--- src/rtl/core/deque_with_reverse_assert.svh ---
// ---------------------------------------------------------------------------
// Assertion macros for the deque core
// Each macro is one clocked property that is disabled while rst is high.
// ---------------------------------------------------------------------------
`ifndef DEQUE_WITH_REVERSE_ASSERT_SVH
`define DEQUE_WITH_REVERSE_ASSERT_SVH

// Same-cycle implication.
`define DWR_ASSERT_NOW(label, ante, cons, msg) \
  label: assert property (@(posedge clk) disable iff (rst) (ante) |-> (cons)) \
    else $error(msg);

// Next-cycle implication.
`define DWR_ASSERT_NEXT(label, ante, cons, msg) \
  label: assert property (@(posedge clk) disable iff (rst) (ante) |=> (cons)) \
    else $error(msg);

`endif

--- src/rtl/core/dwr_pkg.sv ---
// ---------------------------------------------------------------------------
// dwr_pkg
// Defaults, operation codes and status codes of the deque core.
// ---------------------------------------------------------------------------
package dwr_pkg;

  localparam int DEPTH_DEF      = 16;
  localparam int DATA_WIDTH_DEF = 32;
  localparam int OP_W           = 3;
  localparam int STATUS_W       = 2;

  typedef enum logic [OP_W-1:0] {
    OP_PUSH_FRONT = 3'd0,
    OP_PUSH_BACK  = 3'd1,
    OP_POP_FRONT  = 3'd2,
    OP_POP_BACK   = 3'd3,
    OP_REVERSE    = 3'd4,
    OP_QUERY      = 3'd5
  } op_t;

  localparam logic [STATUS_W-1:0] ST_OK    = 2'd0;
  localparam logic [STATUS_W-1:0] ST_EMPTY = 2'd1;
  localparam logic [STATUS_W-1:0] ST_FULL  = 2'd2;

endpackage

--- src/rtl/core/deque_with_reverse.sv ---
// ---------------------------------------------------------------------------
// deque_with_reverse
// Bounded double-ended queue with constant-time reverse, held in a ring RAM.
// ---------------------------------------------------------------------------
// Request channel (req_valid/req_ready) carries op and value; response
// channel (rsp_valid/rsp_ready) returns one result per request: status,
// front_value, back_value, count and is_empty as seen after the operation.
// Both ends of the queue are also held in registers, so pushes, reverse and
// query need no RAM read: the result is registered from the transfer itself,
// and such requests can be taken every cycle while rsp_ready is high.
// A pop that leaves one or more values must fetch the new end word from the
// ring RAM, whose read is registered, so it passes through S_READ, and
// req_ready is low during the read cycle. A pop that empties the queue, or
// hits an empty one, needs no RAM read.
// A request is taken only when the response register is empty or is being
// emptied in the same cycle; a stalled receiver therefore holds back new
// requests while the response waits.
// Reset (rst, synchronous) empties the queue, clears the reverse flag and
// drops any pending response; RAM contents are not cleared.
// ---------------------------------------------------------------------------
`include "deque_with_reverse_assert.svh"

module deque_with_reverse import dwr_pkg::*; #(
  parameter int DEPTH      = DEPTH_DEF,
  parameter int DATA_WIDTH = DATA_WIDTH_DEF
) (
  input  logic                  clk,
  input  logic                  rst,
  input  logic                  req_valid,
  output logic                  req_ready,
  input  logic [OP_W-1:0]       op,
  input  logic [DATA_WIDTH-1:0] value,
  output logic                  rsp_valid,
  input  logic                  rsp_ready,
  output logic [STATUS_W-1:0]   status,
  output logic [DATA_WIDTH-1:0] front_value,
  output logic [DATA_WIDTH-1:0] back_value,
  output logic [$clog2(DEPTH+1)-1:0] count,
  output logic                  is_empty
);

  localparam int IW = $clog2(DEPTH);
  localparam int CW = $clog2(DEPTH + 1);
  localparam logic [CW-1:0] CNT_FULL = CW'(DEPTH);
  localparam logic [IW:0]   DEPTH_X  = (IW + 1)'(DEPTH);
  localparam logic [IW-1:0] LAST_IDX = IW'(DEPTH - 1);

  typedef enum logic [1:0] {
    S_IDLE = 2'b01,
    S_READ = 2'b10
  } state_t;

  function automatic logic [IW-1:0] wrap(input logic [IW:0] s);
    logic [IW:0] r;
    r = (s >= DEPTH_X) ? (s - DEPTH_X) : s;
    return r[IW-1:0];
  endfunction

  logic [DATA_WIDTH-1:0] mem [DEPTH];
  logic [DATA_WIDTH-1:0] rd_data;

  state_t                state;
  logic [IW-1:0]         head, head_next;
  logic [CW-1:0]         cnt, cnt_next;
  logic                  rev, rev_next;
  logic [DATA_WIDTH-1:0] pf, pf_next, pb, pb_next;
  logic                  rd_front;

  logic                  acc, full, empty, is_push, at_front, need_rd, wr_en;
  logic [IW-1:0]         head_inc, head_dec, slot_tail, slot_pre, wr_addr, rd_addr;
  logic [STATUS_W-1:0]   st;

  logic [DATA_WIDTH-1:0] res_pf, res_pb;
  logic [CW-1:0]         res_cnt;
  logic                  res_rev;
  logic [STATUS_W-1:0]   res_st;

  assign req_ready = (state == S_IDLE) && (!rsp_valid || rsp_ready);
  assign acc       = req_valid && req_ready;
  assign full      = (cnt == CNT_FULL);
  assign empty     = (cnt == '0);
  assign is_push   = (op_t'(op) == OP_PUSH_FRONT) || (op_t'(op) == OP_PUSH_BACK);
  assign at_front  = ((op_t'(op) == OP_PUSH_FRONT) || (op_t'(op) == OP_POP_FRONT)) != rev;
  assign head_inc  = (head == LAST_IDX) ? '0 : head + IW'(1);
  assign head_dec  = (head == '0) ? LAST_IDX : head - IW'(1);
  assign slot_tail = wrap({1'b0, head} + (IW + 1)'(cnt));
  assign slot_pre  = wrap({1'b0, head} + (IW + 1)'(cnt) - (IW + 1)'(2));

  always_comb begin
    head_next = head;
    cnt_next  = cnt;
    rev_next  = rev;
    pf_next   = pf;
    pb_next   = pb;
    st        = ST_OK;
    wr_en     = 1'b0;
    wr_addr   = slot_tail;
    rd_addr   = head_inc;
    need_rd   = 1'b0;
    case (op_t'(op))
      OP_PUSH_FRONT, OP_PUSH_BACK: begin
        if (full) begin
          st = ST_FULL;
        end else begin
          wr_en    = 1'b1;
          cnt_next = cnt + CW'(1);
          if (at_front) begin
            head_next = head_dec;
            wr_addr   = head_dec;
            pf_next   = value;
            if (empty) pb_next = value;
          end else begin
            pb_next = value;
            if (empty) pf_next = value;
          end
        end
      end
      OP_POP_FRONT, OP_POP_BACK: begin
        if (empty) begin
          st = ST_EMPTY;
        end else begin
          cnt_next = cnt - CW'(1);
          if (at_front) head_next = head_inc;
          rd_addr = at_front ? head_inc : slot_pre;
          need_rd = (cnt != CW'(1));
        end
      end
      OP_REVERSE: begin
        rev_next = !rev;
      end
      default: ;
    endcase
  end

  // Ring RAM: one write and one registered read per cycle
  always_ff @(posedge clk) begin
    if (acc && wr_en) mem[wr_addr] <= value;
    rd_data <= mem[rd_addr];
  end

  // Result source: fresh RAM word after a pop read, else the new state
  always_comb begin
    if (state == S_READ) begin
      res_pf  = rd_front ? rd_data : pf;
      res_pb  = rd_front ? pb : rd_data;
      res_cnt = cnt;
      res_rev = rev;
      res_st  = ST_OK;
    end else begin
      res_pf  = pf_next;
      res_pb  = pb_next;
      res_cnt = cnt_next;
      res_rev = rev_next;
      res_st  = st;
    end
  end

  always_ff @(posedge clk) begin
    if (rst) begin
      state     <= S_IDLE;
      head      <= '0;
      cnt       <= '0;
      rev       <= 1'b0;
      rsp_valid <= 1'b0;
    end else begin
      if (acc) begin
        head  <= head_next;
        cnt   <= cnt_next;
        rev   <= rev_next;
        state <= need_rd ? S_READ : S_IDLE;
      end else if (state == S_READ) begin
        state <= S_IDLE;
      end
      if ((acc && !need_rd) || (state == S_READ)) begin
        rsp_valid <= 1'b1;
      end else if (rsp_ready) begin
        rsp_valid <= 1'b0;
      end
    end
  end

  always_ff @(posedge clk) begin
    if (acc) begin
      pf       <= pf_next;
      pb       <= pb_next;
      rd_front <= at_front;
    end else if (state == S_READ) begin
      pf <= res_pf;
      pb <= res_pb;
    end
    if ((acc && !need_rd) || (state == S_READ)) begin
      status   <= res_st;
      count    <= res_cnt;
      is_empty <= (res_cnt == '0);
      if (res_cnt == '0) begin
        front_value <= '0;
        back_value  <= '0;
      end else begin
        front_value <= res_rev ? res_pb : res_pf;
        back_value  <= res_rev ? res_pf : res_pb;
      end
    end
  end

  `DWR_ASSERT_NOW(a_cnt_bound, 1'b1, cnt <= CNT_FULL, "stored count exceeds depth")
  `DWR_ASSERT_NEXT(a_read_lands, state == S_READ, rsp_valid && state == S_IDLE,
    "pop read did not produce a response")
  `DWR_ASSERT_NEXT(a_full_drop, acc && is_push && full,
    $stable(cnt) && status == ST_FULL, "push on full changed the queue")
  `DWR_ASSERT_NOW(a_empty_flag, rsp_valid, is_empty == (count == '0),
    "empty flag disagrees with count")

endmodule
--- config.mk ---
export PLATFORM = sky130hd
export DESIGN_NAME = deque_with_reverse
export DESIGN_NICKNAME = d
export VERILOG_FILES = /design/src/rtl/core/dwr_pkg.sv /design/src/rtl/core/deque_with_reverse.sv
export VERILOG_INCLUDE_DIRS = /design/src /design/src/rtl/core
export SDC_FILE = /design/constraint.sdc
export NUM_CORES = 1
export LEC_CHECK = 0
export ABC_AREA = 0
export BUFFER_PORTS_ARGS = -buffer_cell sky130_fd_sc_hd__buf_2
export CORE_MARGIN = 4
export CORE_UTILIZATION = 45
export CTS_CLUSTER_SIZE = 30
export DETAILED_ROUTE_END_ITERATION = 6
export PLACE_DENSITY_LB_ADDON = 0.3
export REMOVE_ABC_BUFFERS = 1
export SYNTH_ARGS = -nofsm -noshare
export SYNTH_HDL_FRONTEND = slang
export SYNTH_SLANG_ARGS = --single-unit
--- constraint.sdc ---
create_clock -name clk -period 3.4 [get_ports clk]
set_input_delay 0 -clock clk [delete_from_list [all_inputs] [get_ports clk]]
set_output_delay 0 -clock clk [all_outputs]
set_load 0.03 [all_outputs]
# After elaboration in Yosys (flattened, before gate mapping)
# Memories as Yosys holds them, arrays and structs flattened. A register that Yosys moved wholly into a read port is not among the register bits.
# Cells that the tools add are included.
# totals
regBits	150
ramBits	512
input_bits	39
elab_cells	111
memories	1
# op_classes
addsub	8
magnitude_cmp	2
eq_ne	14
muxes	53
reduce_logical	20
# mem_list
memory	words	width	rd	rd_clocked_by_memory_dff	wr	line	source
mem	16	32	1	1	1	deque_with_reverse.sv:59	logic [DATA_WIDTH-1:0] mem [DEPTH];
# op_table
operator	n
32-bit two-way mux	18
4-bit two-way mux	14
5-bit two-way mux	3
4-bit by 1-bit subtractor with 4-bit output (second input constant)	3
1-bit two-way mux	11
5-bit greater-or-equal comparator (second input constant)	2
5-bit logical NOT	2
5-bit one-hot mux with 2 select lines	1
2-bit two-way mux	4
2-bit inequality test (second input constant)	4
4-bit one-hot mux with 2 select lines	1
3-bit by 2-bit == test with 1-bit output (second input constant)	2
6-bit AND reduction	1
2-bit nonzero test	3
4-bit by 5-bit adder with 5-bit output	1
5-bit by 1-bit adder with 5-bit output (second input constant)	1
5-bit == test (second input constant)	1
5-bit by 1-bit inequality test with 1-bit output (second input constant)	1
5-bit by 1-bit subtractor with 5-bit output (second input constant)	1
5-bit by 2-bit subtractor with 5-bit output (second input constant)	1
4-bit by 1-bit adder with 4-bit output (second input constant)	1
4-bit == test (second input constant)	1
1-bit logical AND	4
4-bit logical NOT	1
10 further kinds	15

# Longest topological paths before layout
# logic_depth
ltp_word	9
depth_mapped	12
depth_no_buf	8

# Least setup slack after synthesis
# Ideal clock, no wire load.
# synth_path
path_type	reg2reg
start	register cnt[1]
end	memory mem[2][0] (netlist bit) (enable)
arrival_ps	3268
t_required_ps	2979
slack_ps	-289
stages_incl_launch_ff	9
path_buffers	0
path_cell_list	dfxtp_1 -> inv_1 -> ha_1 -> nand4bb_1 -> nand2_1 -> nor2_1 -> mux2i_1 -> nand2_1 -> nor2_1
# synth_between
elab_chain_len	6
# synth_lines
item	line	source
start, declared	deque_with_reverse.sv:64	logic [CW-1:0] cnt, cnt_next;
start signal, assigned	deque_with_reverse.sv:168	cnt <= cnt_next;
4-bit by 5-bit adder with 5-bit output / 5-bit == test (equally long branches)	deque_with_reverse.sv:86, deque_with_reverse.sv:80	
4-bit by 1-bit subtractor with 4-bit output, or another cell as far along	deque_with_reverse.sv:55	r = (s >= DEPTH_X) ? (s - DEPTH_X) : s;
4-bit two-way mux / 1-bit two-way mux (equally long branches)	deque_with_reverse.sv:55, deque_with_reverse.sv:100	
4-bit two-way mux / 1-bit logical AND (equally long branches)	deque_with_reverse.sv:107, deque_with_reverse.sv:137	
4-bit two-way mux / 1-bit two-way mux (equally long branches)	deque_with_reverse.sv:102, deque_with_reverse.sv:137	
4-bit two-way mux / 1-bit two-way mux (equally long branches)	deque_with_reverse.sv:100, deque_with_reverse.sv:137	
end, declared	deque_with_reverse.sv:59	
# Parallel ways exist; a longest one is shown, timed or not.

# Final worst setup path
# layout_path
start	register head[0]
end	register rd_data[20], read port of mem
# layout_between
elab_chain_len	7
# layout_lines
item	line	source
start, declared	deque_with_reverse.sv:63	logic [IW-1:0] head, head_next;
start signal, assigned	deque_with_reverse.sv:167	head <= head_next;
4-bit by 5-bit adder with 5-bit output	deque_with_reverse.sv:87	assign slot_pre = wrap({1'b0, head} + (IW + 1)'(cnt) - (IW + 1)'(2));
5-bit by 2-bit subtractor with 5-bit output	deque_with_reverse.sv:87	
4-bit by 1-bit subtractor with 4-bit output / 5-bit greater-or-equal comparator (equally long branches)	deque_with_reverse.sv:55	
4-bit two-way mux	deque_with_reverse.sv:55	
4-bit two-way mux	deque_with_reverse.sv:124	rd_addr = at_front ? head_inc : slot_pre;
4-bit two-way mux	deque_with_reverse.sv:119	if (empty) begin
4-bit two-way mux *	deque_with_reverse.sv:100	case (op_t'(op))
end, declared	deque_with_reverse.sv:60	logic [DATA_WIDTH-1:0] rd_data;
# Every way passes the cells marked *; elsewhere a longest branch is shown, timed or not.
# A chain may end at the register's enable or synchronous reset.

==> metrics.cfg <==
[run_status]
outcome = completed

[worst_setup_path]
start_kind = register
crit_type = reg2reg
reg2regPathDepth = 9
end_kind = register
crit_fanout = 10
cp.required_ps = 3880
arrival_ps = 3780

[yosys]
yosys-top-cells-area = edfxtp_1 67%, nand2_1 5.4%, a311oi_1 3.9%
ys_seq_area_share_pct = 70.3
synth_common_cells = 649 x edfxtp_1, 417 x nand2_1, 129 x a311oi_1, 116 x a211oi_1, 85 x clkbuf_1
postSynthCellCount = 2159
synth_area_leader_cell = edfxtp_1
synth_area_um2 = 29000
synth_cell_types = 67
yosys_warnings = 0
ys.flop_type = edfxtp_1
avgSynthCellArea_um2 = 13.4
synth_edf_count = 649
synth-seq-cells = 694
yosysMostFrequentCell = edfxtp_1
synth_top_area_share_pct = 67.2
async_flop_share_pct = 0

[clocking]
clock_sink_count = 694
h-tree-depth = 3
clockBufferDepth = 3
clk_latency_ps = 620
tritoncts = yes
cts-root-buf = clkbuf_16
clk_transition_reported_paths_ps = 60
cts_buffers = 73

[final_layout]
fillers = 5099
area_growth_syn_to_layout_pct = 17.4
final_nets = 2371
multi_input_area_um2 = 7790
antenna_cells = 0
drive_above_1_share_pct = 15.9
register_area_um2 = 20400

[global_routing]
grt_start_max_net_pins = 85
grt.overflow.total = 0
grt.total_usage_pct = 22.1
grt_pass1_wl_um = 116000
antenna_found_initial = 0
grt_pass1_vias = 18900

[floorplan]
num_rows = 92
io_pins = 113
die_h_um = 262
core_um2 = 63400
dieArea_um2 = 68600
die_w_um = 262
start_util_pct = 45.7

[timing]
setup_tns_ps = 0
finClkSkew_ps = 21.3
finalSetupViolCount = 0
min_period_ps = 3310
relSlewSlack_pct = 45.9
maxSlewViolCount = 0
fin_crit_sh_pct = 97.2
max_freq_mhz = 302
worst_pin_slew_ps = 804
hold_violations = 0
worst_slack_ps = 93.5

[placed_design]
globalplace.congestion = 0.869
dpl.hpwl_um = 45300
port_buffers = 112
place_ws_ps = 18.7

[power_and_ir_drop]
p_total_mw = 19.5
powerDensity_nw_per_um2 = 573
p_leak_nw = 11.8
irDropWorstVdd_mv = 0.374

[route]
viasPerCell = 5.98
drtIter0Drc = 1868
wirelength_um = 76900
num_vias = 19300
detail-route-antenna-nets = 0
wire_per_inst_um = 23.9
firstDrtPassIters = 6
drc_errors = 0

[worst_hold_path]
hold_class = in2reg
whs_path_depth = 4

[job]
drv_cap = 0

==> logic make-up after synthesis <==
family	after synthesis	share of synthesized area [%]
flip-flops	694	70.3
buffers and inverters	248	3.78
AO/OA/AOI/OAI	560	15.0
multiplexers	10	0.371
XOR/XNOR	18	0.642
adder cells (fa/ha/maj)	11	0.500
AND/OR/NAND/NOR	618	9.46
==> cell type report <==
type	instances	share of cell area, %
Sequential cell	694	59.9
Multi-Input combinational cell	1217	22.9
Timing Repair Buffer	260	6.73
Clock buffer	92	5.69
Tap cell	846	3.11
Clock inverter	38	0.907
Inverter	75	0.830
==> repair_timing <==
action	4_1_cts	5_1_grt
hold buffers	38	0
setup buffers	0	1
endpoints found under the hold margin	527	0
endpoints found under the setup margin	0	51
gates resized for setup	0	4
==> layer usage <==
metal	GRT usage (%)	part of all wire, %	wire length, um	up-vias
met1	31.2	43	32900	9721
li1	-	-	-	8616
met5	0	0	0	-
met4	5.58	1.9	1500	0
met2	36.4	48	36900	833
met3	3.52	7.2	5520	112
==> power breakdown <==
group,switching (mW),internal (mW)
Sequential,0.134,9.74
Clock,3.30,4.30
Combinational,1.42,0.606
Total,4.85,14.6
==> cell usage in the layout (no fill, tap or decap), types with 37 or more instances in the layout <==
cell type / count
dlygate4sd3_1: 38
a21boi_1: 52
a21oi_1: 72
clkbuf_16: 75
buf_2: 112
a221oi_1: 64
a211oi_1: 116
a21boi_0: 78
inv_1: 73
buf_12: 40
edfxtp_1: 649
nor3_1: 37
nor2_1: 52
dfxtp_1: 44
a311oi_1: 129
nand2_1: 416
buf_4: 68
==> state kept, by name, indices dropped and copies added (netlist names) <==
name	flops
back_value	32
cnt	5
count	5
front_value	32
head	4
is_empty	1
mem	512
pb	32
pf	32
rd_data	32
rd_front	1
rev	1
rsp_valid	1
state	2
status	2
==> critical path, cell delays in order, from the launching register on <==
cell	delay, ps
dfxtp_1	460
ha_1	250
fa_1	430
inv_1	180
ha_1	220
xor3_2	500
a32oi_4	240
buf_4	290
a311oi_1	70
or4_1	510
==> worst paths after layout <==
| check | slack (ps) | start | endpoint |
|---|---|---|---|
| max reg2reg | 90 | head[0] | rd_data[20] |
| min | 190 | req_valid | cnt[2] |
| max | 90 | head[0] | rd_data[20] |
| min reg2reg | 540 | state[0] | state[1] |
==> through the flow <==
step	std cells	hold slack, ps	instance area (um^2)	utilization, %
floorplan	1986	69.1	28200	-
CTS	3220	138	34000	53.6
global route	3222	260	34100	53.7
detailed placement	3052	364	31400	49.5
finish	3222	189	34100	53.7
global placement	3052	335	31400	49.5
(Power assumes the default switching activity.)
